## src/rtl/assert_macros.svh

```systemverilog
// ---------------------------------------------------------------------------
// assertion macros shared by the rtl
// ---------------------------------------------------------------------------
`ifndef ASSERT_MACROS_SVH
`define ASSERT_MACROS_SVH

// same-cycle implication, held off during reset
`define ASSERT_IMPL(label, clk, rst_n, ante, cons) \
  label: assert property (@(posedge clk) disable iff (!rst_n) (ante) |-> (cons)) \
    else $error("assertion failed: same-cycle implication");

// next-cycle implication, held off during reset
`define ASSERT_NEXT(label, clk, rst_n, ante, cons) \
  label: assert property (@(posedge clk) disable iff (!rst_n) (ante) |=> (cons)) \
    else $error("assertion failed: next-cycle implication");

`endif

```

## src/rtl/pica_pkg.sv

```systemverilog
// ---------------------------------------------------------------------------
// pica_pkg
// widths, register indexes and control types of the pi controller
// ---------------------------------------------------------------------------
`default_nettype none

package pica_pkg;

  localparam int DATA_W  = 16;              // config, input and drive words
  localparam int IDX_W   = 8;               // config register index
  localparam int ERR_W   = DATA_W + 1;      // setpoint - measured, q9.8
  localparam int MA_W    = 33;              // multiplier operand a
  localparam int MB_W    = DATA_W + 1;      // multiplier operand b (unsigned, zero ext)
  localparam int PROD_W  = MA_W + MB_W;     // full signed product
  localparam int INTEG_W = 40;              // integral, q16.24
  localparam int SUM_W   = INTEG_W + 2;     // sums before saturation / compare
  localparam int FRAC_SH = 8;               // q.32 -> q.24 for the increment
  localparam int OUT_SH  = 16;              // q.24 -> q.8 for the drive

  localparam logic [IDX_W-1:0] REG_PROP_GAIN  = 8'd0;
  localparam logic [IDX_W-1:0] REG_INTEG_GAIN = 8'd1;
  localparam logic [IDX_W-1:0] REG_OUT_LOW    = 8'd2;
  localparam logic [IDX_W-1:0] REG_OUT_HIGH   = 8'd3;

  localparam logic [DATA_W-1:0] PROP_GAIN_RST  = 16'd2560;
  localparam logic [DATA_W-1:0] INTEG_GAIN_RST = 16'd1311;
  localparam logic [DATA_W-1:0] OUT_LOW_RST    = 16'd0;
  localparam logic [DATA_W-1:0] OUT_HIGH_RST   = 16'd20480;

  typedef enum logic [1:0] {
    MSEL_KI = 2'd0,   // err * integ_gain
    MSEL_DT = 2'd1,   // previous product * time_step
    MSEL_KP = 2'd2    // err * prop_gain
  } mul_sel_t;

  typedef struct packed {
    logic     ld_en;    // capture input word
    logic     mul_en;   // load product register
    mul_sel_t mul_sel;
    logic     acc_en;   // form saturated trial integral
    logic     fin_en;   // finish: write result word, maybe update integral
  } ctl_t;

endpackage

`default_nettype wire

```

## src/rtl/pica_mul.sv

```systemverilog
// ---------------------------------------------------------------------------
// pica_mul
// shared signed multiplier with registered product
// ---------------------------------------------------------------------------
`default_nettype none

module pica_mul (
  input  wire logic                              clk,
  input  wire logic                              en,
  input  wire logic signed [pica_pkg::MA_W-1:0]  a,
  input  wire logic signed [pica_pkg::MB_W-1:0]  b,
  output logic signed [pica_pkg::PROD_W-1:0]     prod_r
);

  logic signed [pica_pkg::PROD_W-1:0] prod_nxt;

  assign prod_nxt = pica_pkg::PROD_W'(a) * pica_pkg::PROD_W'(b);

  always_ff @(posedge clk) begin
    if (en) begin
      prod_r <= prod_nxt;
    end
  end

endmodule

`default_nettype wire

```

## src/rtl/pica_ctrl.sv

```systemverilog
// ---------------------------------------------------------------------------
// pica_ctrl
// sequencer stepping one word through the shared multiplier
// ---------------------------------------------------------------------------
`default_nettype none

module pica_ctrl (
  input  wire logic         clk,
  input  wire logic         rst_n,
  input  wire logic         in_valid,
  output logic              in_ready,
  input  wire logic         slot_free,   // result register empty or being taken
  output pica_pkg::ctl_t    ctl
);

  typedef enum logic [4:0] {
    ST_IDLE = 5'b00001,
    ST_MUL1 = 5'b00010,
    ST_MUL2 = 5'b00100,
    ST_ACC  = 5'b01000,
    ST_FIN  = 5'b10000
  } state_t;

  state_t state_r, state_nxt;

  assign in_ready = (state_r == ST_IDLE);

  always_comb begin
    state_nxt   = state_r;
    ctl.ld_en   = 1'b0;
    ctl.mul_en  = 1'b0;
    ctl.mul_sel = pica_pkg::MSEL_KI;
    ctl.acc_en  = 1'b0;
    ctl.fin_en  = 1'b0;
    case (state_r)
      ST_IDLE: begin
        if (in_valid) begin
          ctl.ld_en = 1'b1;
          state_nxt = ST_MUL1;
        end
      end
      ST_MUL1: begin
        ctl.mul_en  = 1'b1;
        ctl.mul_sel = pica_pkg::MSEL_KI;
        state_nxt   = ST_MUL2;
      end
      ST_MUL2: begin
        ctl.mul_en  = 1'b1;
        ctl.mul_sel = pica_pkg::MSEL_DT;
        state_nxt   = ST_ACC;
      end
      ST_ACC: begin
        // trial integral and proportional product in the same cycle
        ctl.acc_en  = 1'b1;
        ctl.mul_en  = 1'b1;
        ctl.mul_sel = pica_pkg::MSEL_KP;
        state_nxt   = ST_FIN;
      end
      ST_FIN: begin
        if (slot_free) begin
          ctl.fin_en = 1'b1;
          state_nxt  = ST_IDLE;
        end
      end
      default: begin
        state_nxt = ST_IDLE;
      end
    endcase
  end

  always_ff @(posedge clk) begin
    if (!rst_n) begin
      state_r <= ST_IDLE;
    end else begin
      state_r <= state_nxt;
    end
  end

endmodule

`default_nettype wire

```

## src/rtl/pi_controller_antiwindup.sv

```systemverilog
// ---------------------------------------------------------------------------
// pi_controller_antiwindup
// fixed-point pi controller with clamping (conditional integration) anti-windup
// ---------------------------------------------------------------------------
// Each input word (setpoint, measured, time_step) yields one result word
// (drive, clamped). An input word is taken only when the sequencer is idle,
// and its result is formed by three passes through one shared 33x17 signed
// multiplier, then a finishing step; the next word is taken only after that
// finishing step. The result sits in an output register, so a new word can
// be accepted while the previous result still waits; the finishing step
// waits if that register is still full. The integral is held when the
// output saturates against out_low / out_high; with crossed limits every
// word is clamped to out_low. Configuration writes are always ready;
// indexes beyond out_high are ignored.
// ---------------------------------------------------------------------------
`default_nettype none

`include "assert_macros.svh"

module pi_controller_antiwindup (
  input  wire logic                                 clk,
  input  wire logic                                 rst_n,
  // input words
  input  wire logic                                 in_valid,
  output logic                                      in_ready,
  input  wire logic signed [pica_pkg::DATA_W-1:0]   in_setpoint,
  input  wire logic signed [pica_pkg::DATA_W-1:0]   in_measured,
  input  wire logic        [pica_pkg::DATA_W-1:0]   in_time_step,
  // result words
  output logic                                      out_valid,
  input  wire logic                                 out_ready,
  output logic signed [pica_pkg::DATA_W-1:0]        out_drive,
  output logic                                      out_clamped,
  // configuration writes
  input  wire logic                                 cfg_valid,
  output logic                                      cfg_ready,
  input  wire logic [pica_pkg::IDX_W-1:0]           cfg_index,
  input  wire logic [pica_pkg::DATA_W-1:0]          cfg_data
);

  localparam int DW  = pica_pkg::DATA_W;
  localparam int SW  = pica_pkg::SUM_W;
  localparam int IW  = pica_pkg::INTEG_W;
  localparam int PW  = pica_pkg::PROD_W;
  localparam int MAW = pica_pkg::MA_W;
  localparam int EW  = pica_pkg::ERR_W;

  // ---- configuration registers ----
  logic        [DW-1:0] prop_gain_r;
  logic        [DW-1:0] integ_gain_r;
  logic signed [DW-1:0] out_low_r;
  logic signed [DW-1:0] out_high_r;

  assign cfg_ready = 1'b1;

  always_ff @(posedge clk) begin
    if (!rst_n) begin
      prop_gain_r  <= pica_pkg::PROP_GAIN_RST;
      integ_gain_r <= pica_pkg::INTEG_GAIN_RST;
      out_low_r    <= pica_pkg::OUT_LOW_RST;
      out_high_r   <= pica_pkg::OUT_HIGH_RST;
    end else if (cfg_valid && cfg_ready) begin
      case (cfg_index)
        pica_pkg::REG_PROP_GAIN:  prop_gain_r  <= cfg_data;
        pica_pkg::REG_INTEG_GAIN: integ_gain_r <= cfg_data;
        pica_pkg::REG_OUT_LOW:    out_low_r    <= cfg_data;
        pica_pkg::REG_OUT_HIGH:   out_high_r   <= cfg_data;
        default: ;  // unknown index, dropped
      endcase
    end
  end

  // ---- sequencer ----
  pica_pkg::ctl_t ctl;
  logic           slot_free;

  assign slot_free = !out_valid || out_ready;

  pica_ctrl u_ctrl (
    .clk       (clk),
    .rst_n     (rst_n),
    .in_valid  (in_valid),
    .in_ready  (in_ready),
    .slot_free (slot_free),
    .ctl       (ctl)
  );

  // ---- input capture: error is q9.8 and never saturates ----
  logic signed [EW-1:0] err_r;
  logic        [DW-1:0] dt_r;

  always_ff @(posedge clk) begin
    if (ctl.ld_en) begin
      err_r <= EW'(in_setpoint) - EW'(in_measured);
      dt_r  <= in_time_step;
    end
  end

  // ---- shared multiplier and its operand select ----
  logic signed [MAW-1:0]               mul_a;
  logic signed [pica_pkg::MB_W-1:0]    mul_b;
  logic signed [PW-1:0]                prod_r;

  always_comb begin
    case (ctl.mul_sel)
      pica_pkg::MSEL_KI: begin
        mul_a = MAW'(err_r);
        mul_b = {1'b0, integ_gain_r};
      end
      pica_pkg::MSEL_DT: begin
        // ki * err fits in 33 bits signed
        mul_a = prod_r[MAW-1:0];
        mul_b = {1'b0, dt_r};
      end
      pica_pkg::MSEL_KP: begin
        mul_a = MAW'(err_r);
        mul_b = {1'b0, prop_gain_r};
      end
      default: begin
        mul_a = MAW'(err_r);
        mul_b = {1'b0, integ_gain_r};
      end
    endcase
  end

  pica_mul u_mul (
    .clk    (clk),
    .en     (ctl.mul_en),
    .a      (mul_a),
    .b      (mul_b),
    .prod_r (prod_r)
  );

  // ---- trial integral: stored + floor(ki*err*dt / 2^8), saturated to 40 bits ----
  logic signed [IW-1:0] integ_r;
  logic signed [IW-1:0] trial_r;
  logic signed [SW-1:0] inc_w;
  logic signed [SW-1:0] trial_wide;
  logic signed [IW-1:0] trial_nxt;

  // arithmetic shift of the 50-bit product gives the floor
  assign inc_w      = SW'(prod_r >>> pica_pkg::FRAC_SH);
  assign trial_wide = SW'(integ_r) + inc_w;

  always_comb begin
    // upper bits not a sign extension means overflow past 40 bits
    if (trial_wide[SW-1:IW-1] == '0 || trial_wide[SW-1:IW-1] == '1) begin
      trial_nxt = trial_wide[IW-1:0];
    end else if (trial_wide[SW-1]) begin
      trial_nxt = {1'b1, {(IW-1){1'b0}}};
    end else begin
      trial_nxt = {1'b0, {(IW-1){1'b1}}};
    end
  end

  always_ff @(posedge clk) begin
    if (ctl.acc_en) begin
      trial_r <= trial_nxt;
    end
  end

  // ---- unclamped sum kp*err*2^8 + trial, compared against the q16.24 limits ----
  logic signed [SW-1:0] sum_w;
  logic signed [SW-1:0] lo_wide;
  logic signed [SW-1:0] hi_wide;
  logic                 below_w;
  logic                 above_w;
  logic                 clamp_w;
  logic signed [DW-1:0] drive_w;

  // kp * err is signed, so sign-extend the 33-bit product
  assign sum_w   = (SW'($signed(prod_r[MAW-1:0])) <<< pica_pkg::FRAC_SH) + SW'(trial_r);
  assign lo_wide = SW'(out_low_r)  <<< pica_pkg::OUT_SH;
  assign hi_wide = SW'(out_high_r) <<< pica_pkg::OUT_SH;
  assign below_w = sum_w < lo_wide;
  assign above_w = sum_w > hi_wide;
  assign clamp_w = below_w || above_w;

  always_comb begin
    if (!clamp_w) begin
      drive_w = sum_w[pica_pkg::OUT_SH+DW-1:pica_pkg::OUT_SH];
    end else if (below_w || (out_low_r > out_high_r)) begin
      // low side wins, and crossed limits always give out_low
      drive_w = out_low_r;
    end else begin
      drive_w = out_high_r;
    end
  end

  // integral keeps the trial value only when the output stayed in range
  always_ff @(posedge clk) begin
    if (!rst_n) begin
      integ_r <= '0;
    end else if (ctl.fin_en && !clamp_w) begin
      integ_r <= trial_r;
    end
  end

  // ---- result register ----
  logic                 out_valid_r;
  logic signed [DW-1:0] drive_r;
  logic                 clamped_r;

  always_ff @(posedge clk) begin
    if (!rst_n) begin
      out_valid_r <= 1'b0;
    end else if (ctl.fin_en) begin
      out_valid_r <= 1'b1;
    end else if (out_ready) begin
      out_valid_r <= 1'b0;
    end
  end

  always_ff @(posedge clk) begin
    if (ctl.fin_en) begin
      drive_r   <= drive_w;
      clamped_r <= clamp_w;
    end
  end

  assign out_valid   = out_valid_r;
  assign out_drive   = drive_r;
  assign out_clamped = clamped_r;

  // ---- assertions ----
  // held integral when the output word was clamped
  `ASSERT_NEXT(a_hold_on_clamp, clk, rst_n, ctl.fin_en && clamp_w, $stable(integ_r))
  // an unclamped drive lies inside the limits
  `ASSERT_IMPL(a_drive_in_range, clk, rst_n, out_valid_r && !clamped_r, (drive_r >= out_low_r) && (drive_r <= out_high_r))
  // a clamped drive is one of the limits
  `ASSERT_IMPL(a_clamp_at_limit, clk, rst_n, out_valid_r && clamped_r, (drive_r == out_low_r) || (drive_r == out_high_r))
  // the sequencer is busy right after taking a word
  `ASSERT_NEXT(a_busy_after_accept, clk, rst_n, in_valid && in_ready, !in_ready)

endmodule

`default_nettype wire
```

## config.mk

```make
export PLATFORM = sky130hd
export DESIGN_NAME = pi_controller_antiwindup
export DESIGN_NICKNAME = d
export VERILOG_FILES = /design/src/rtl/pica_pkg.sv /design/src/rtl/pica_mul.sv /design/src/rtl/pica_ctrl.sv /design/src/rtl/pi_controller_antiwindup.sv
export VERILOG_INCLUDE_DIRS = /design/src /design/src/rtl
export SDC_FILE = /design/constraint.sdc
export NUM_CORES = 2
export LEC_CHECK = 0
export ABC_AREA = 1
export BUFFER_PORTS_ARGS = -buffer_cell sky130_fd_sc_hd__buf_2
export CORE_MARGIN = 1.5
export CORE_UTILIZATION = 40
export DETAILED_ROUTE_END_ITERATION = 16
export GPL_TIMING_DRIVEN = 1
export PLACE_DENSITY_LB_ADDON = 0.08
export RECOVER_POWER = 25
export SYNTH_ARGS = -nofsm -noshare
export SYNTH_HDL_FRONTEND = slang
export SYNTH_SLANG_ARGS = --single-unit
export TNS_END_PERCENT = 10
```

## constraint.sdc

```tcl
create_clock -name clk -period 13.2 [get_ports clk]
set_input_delay 1.98 -clock clk [delete_from_list [all_inputs] [get_ports clk]]
set_output_delay 1.98 -clock clk [all_outputs]
set_load 0.1 [all_outputs]
```

==> results.py <==
metrics = {
    "final_layout": {
        "fillerInstances": 9022,
        "insertedDiodeCount": 0,
        "instances_no_fill": 5676,
        "utilization_pct": 43.6,
        "drive_gt1_share_pct": 5.09,
        "nets": 5359,
        "area_delta_synth_final_pct": 7.88,
    },
    "global_routing": {
        "globalRouteOverflowTotal": 0,
        "grt_max_degree": 106,
        "grt_pass1_vias": 30400,
        "grt_antenna_before_repair": 1,
        "grt_pass1_wl_mm": 182,
        "track_usage_pct": 26.4,
    },
    "synth": {
        "yosysTopAreaCell": "fa_1",
        "synthCells": 4462,
        "synth.cell_area_sq_mm": 0.0352,
        "synthArstFlopShare_pct": 0,
        "post-synth-top-count-cell": "inv_1",
        "ys_ff_latch": 250,
        "synth_nets": 5324,
        "netlist_top_cells_count": "inv_1 (1003), nand2_1 (890), fa_1 (506), nor2_1 (459), ha_1 (279)",
        "ys_seq_area_share_pct": 18.2,
        "synth_top_area_share_pct": 28.8,
        "ys.flop_type": "edfxtp_1",
        "ys_warn_count": 0,
        "synth_edf_count": 140,
        "ys_top_cells_by_area": "fa_1 (29%), edfxtp_1 (12%), inv_1 (11%)",
        "avgSynthCellArea_sq_um": 7.89,
        "synth.distinct_cells": 53,
    },
    "sta": {
        "worst_pin_slew_ps": 3170,
        "clock_skew_ps": 59.3,
        "max_freq_ghz": 0.111,
        "slew_headroom_pct": -112,
        "final.setup.tns_ps": 0,
        "setup_ws_ps": 4160,
        "min_period_ps": 9040,
        "finalCritPeriodShare_pct": 68.5,
        "setup_viol": 0,
        "slew_violations": 95,
        "hold_viol": 0,
        "rsz0062_at_grt": "no",
    },
    "routing": {
        "drt_iter0_drc": 1883,
        "drtPass1Iterations": 8,
        "viasPerCell": 5.07,
        "postRouteAntennaNets": 0,
        "routed_wirelength_mm": 116,
        "via_count": 28800,
        "wl_per_cell_microns": 20.5,
        "remaining_drc_errors": 0,
    },
    "floorplan": {
        "pin_count": 97,
        "die_h_microns": 300,
        "dieArea_sq_mm": 0.0898,
        "rows": 108,
        "core_area_sq_mm": 0.0870,
        "fp.dieW_microns": 300,
        "initial_core_util_pct": 40.4,
    },
    "clocking": {
        "tritoncts": "done",
        "clock_sinks": 250,
        "clockRootBuffer": "clkbuf_16",
        "cts_resized": 0,
        "htreeDepth": 1,
        "numCtsBuffers": 30,
        "cts_buffer_depth": 3,
        "ctsHoldBuffers": 0,
        "clkSlewWorstSetupHoldPaths_ps": 70,
        "clkLatencyLatePin_ps": 620,
        "post-cts-setup-buffer-count": 0,
    },
    "placed_design": {
        "dp_hpwl_mm": 93.8,
        "port_buffers": 95,
        "dpl_worst_slack_ps": 4310,
        "place_congestion": 0.941,
        "dp.cells": 5620,
    },
    "min_path": {
        "min_path_type": "reg -> reg",
    },
    "critical_path": {
        "max_stage_delay_ps": 860,
        "worstSetupEndpointType": "flop",
        "cp-start-kind": "flop",
        "crit_fanout": 50,
        "cp_slowest_cell": "o21ai_1",
        "cp.required_ps": 13490,
        "crit_arrival_ps": 9330,
        "crit_type": "reg -> reg",
    },
    "outcome": {
        "violations": "capacitance limit, slew limit",
        "outcome": "finished with violations",
    },
    "flow_run": {
        "maxCapViolations": 2,
    },
}
-- flip-flops by register name (all words and copies together), names as in the netlist --
signal	count
trial_r	40
u_ctrl.state_r	5
out_clamped	1
out_drive	16
prop_gain_r	16
u_mul.prod_r	50
integ_r	40
dt_r	16
out_valid	1
integ_gain_r	16
out_high_r	16
out_low_r	16
err_r	17
-- area by class of cell --
cell class                      count  area (sq um)  area share (%)
Multi-Input combinational cell   3063         24400            64.3
Inverter                         1014          3810            10.0
Timing Repair Buffer              138           791            2.08
Clock buffer                       36           836            2.20
Sequential cell                   250          6410            16.9
Clock inverter                     20           263           0.692
Tap cell                         1155          1450            3.81
-- final timing paths --
path | start | endpoint | slack (ps) | cells past startpoint
worst min-delay path | integ_gain_r[10]$_SDFFE_PN1P_ | integ_gain_r[10]$_SDFFE_PN1P_ | 480 | 2
worst min register to register | integ_gain_r[10]$_SDFFE_PN1P_ | integ_gain_r[10]$_SDFFE_PN1P_ | 480 | 2
worst max-delay path | u_ctrl.state_r[0]$_SDFFE_PN1P_ | u_mul.prod_r[42]$_DFFE_PP_ | 4160 | 26
worst max register to register | u_ctrl.state_r[0]$_SDFFE_PN1P_ | u_mul.prod_r[42]$_DFFE_PP_ | 4160 | 26
-- logic make-up (layout without fill, tap and decap cells) --
group | count (synthesis) | in the layout | synth area share [%]
AOI/OAI and AO/OA | 571 | 571 | 9.20
xor gates and xnor gates | 135 | 135 | 3.36
adders and majority gates | 785 | 785 | 38.7
buffers and inverters | 1149 | 1208 | 12.5
DFF | 250 | 250 | 18.2
other | 1 | 1 | 0.0107
and+or+nand+nor | 1571 | 1571 | 18.0
-- critical path: cells and delay by family, from the launching register on --
kind                     cells  cell delay (ps)
AO/OA/AOI/OAI                6             2110
flip-flops                   1              320
buffers and inverters        8             1960
AND/OR/NAND/NOR              3              510
adder cells (fa/ha/maj)      8             3560
XOR/XNOR                     1              210
-- layer usage --
| layer | vias to the layer above | GRT usage [%] | part of all wire (%) |
|---|---|---|---|
| met5 | - | 0 | 0 |
| met4 | 0 | 6.87 | 2.6 |
| met3 | 128 | 1.74 | 3.5 |
| met2 | 626 | 46.4 | 49 |
| met1 | 14200 | 35.2 | 45 |
| li1 | 13800 | - | - |
-- metrics by stage --
step	hold slack [ps]	area, sq um
final	477	38000
after global placement	451	36900
after floorplan	439	35200
after CTS	472	38000
after detailed placement	456	36900
after global routing	502	38000
-- cell usage in the layout, fill, tap and decap left out, types with 16 or more instances in the layout --
cell type / n
edfxtp_1: 140
a21oi_1: 229
o21ai_1: 31
buf_2: 95
o21ai_0: 158
nand4_1: 62
nor2_1: 457
xnor2_1: 43
a31oi_1: 41
nand3_1: 87
a221o_1: 16
fa_1: 506
nand2_1: 889
xor2_1: 92
inv_1: 1002
o211ai_1: 19
dfxtp_1: 110
nor3_1: 27
buf_4: 41
clkbuf_16: 32
ha_1: 279
Power is not shown: default switching activity piles up to over one toggle a cycle in this logic, so the estimate is an artifact.
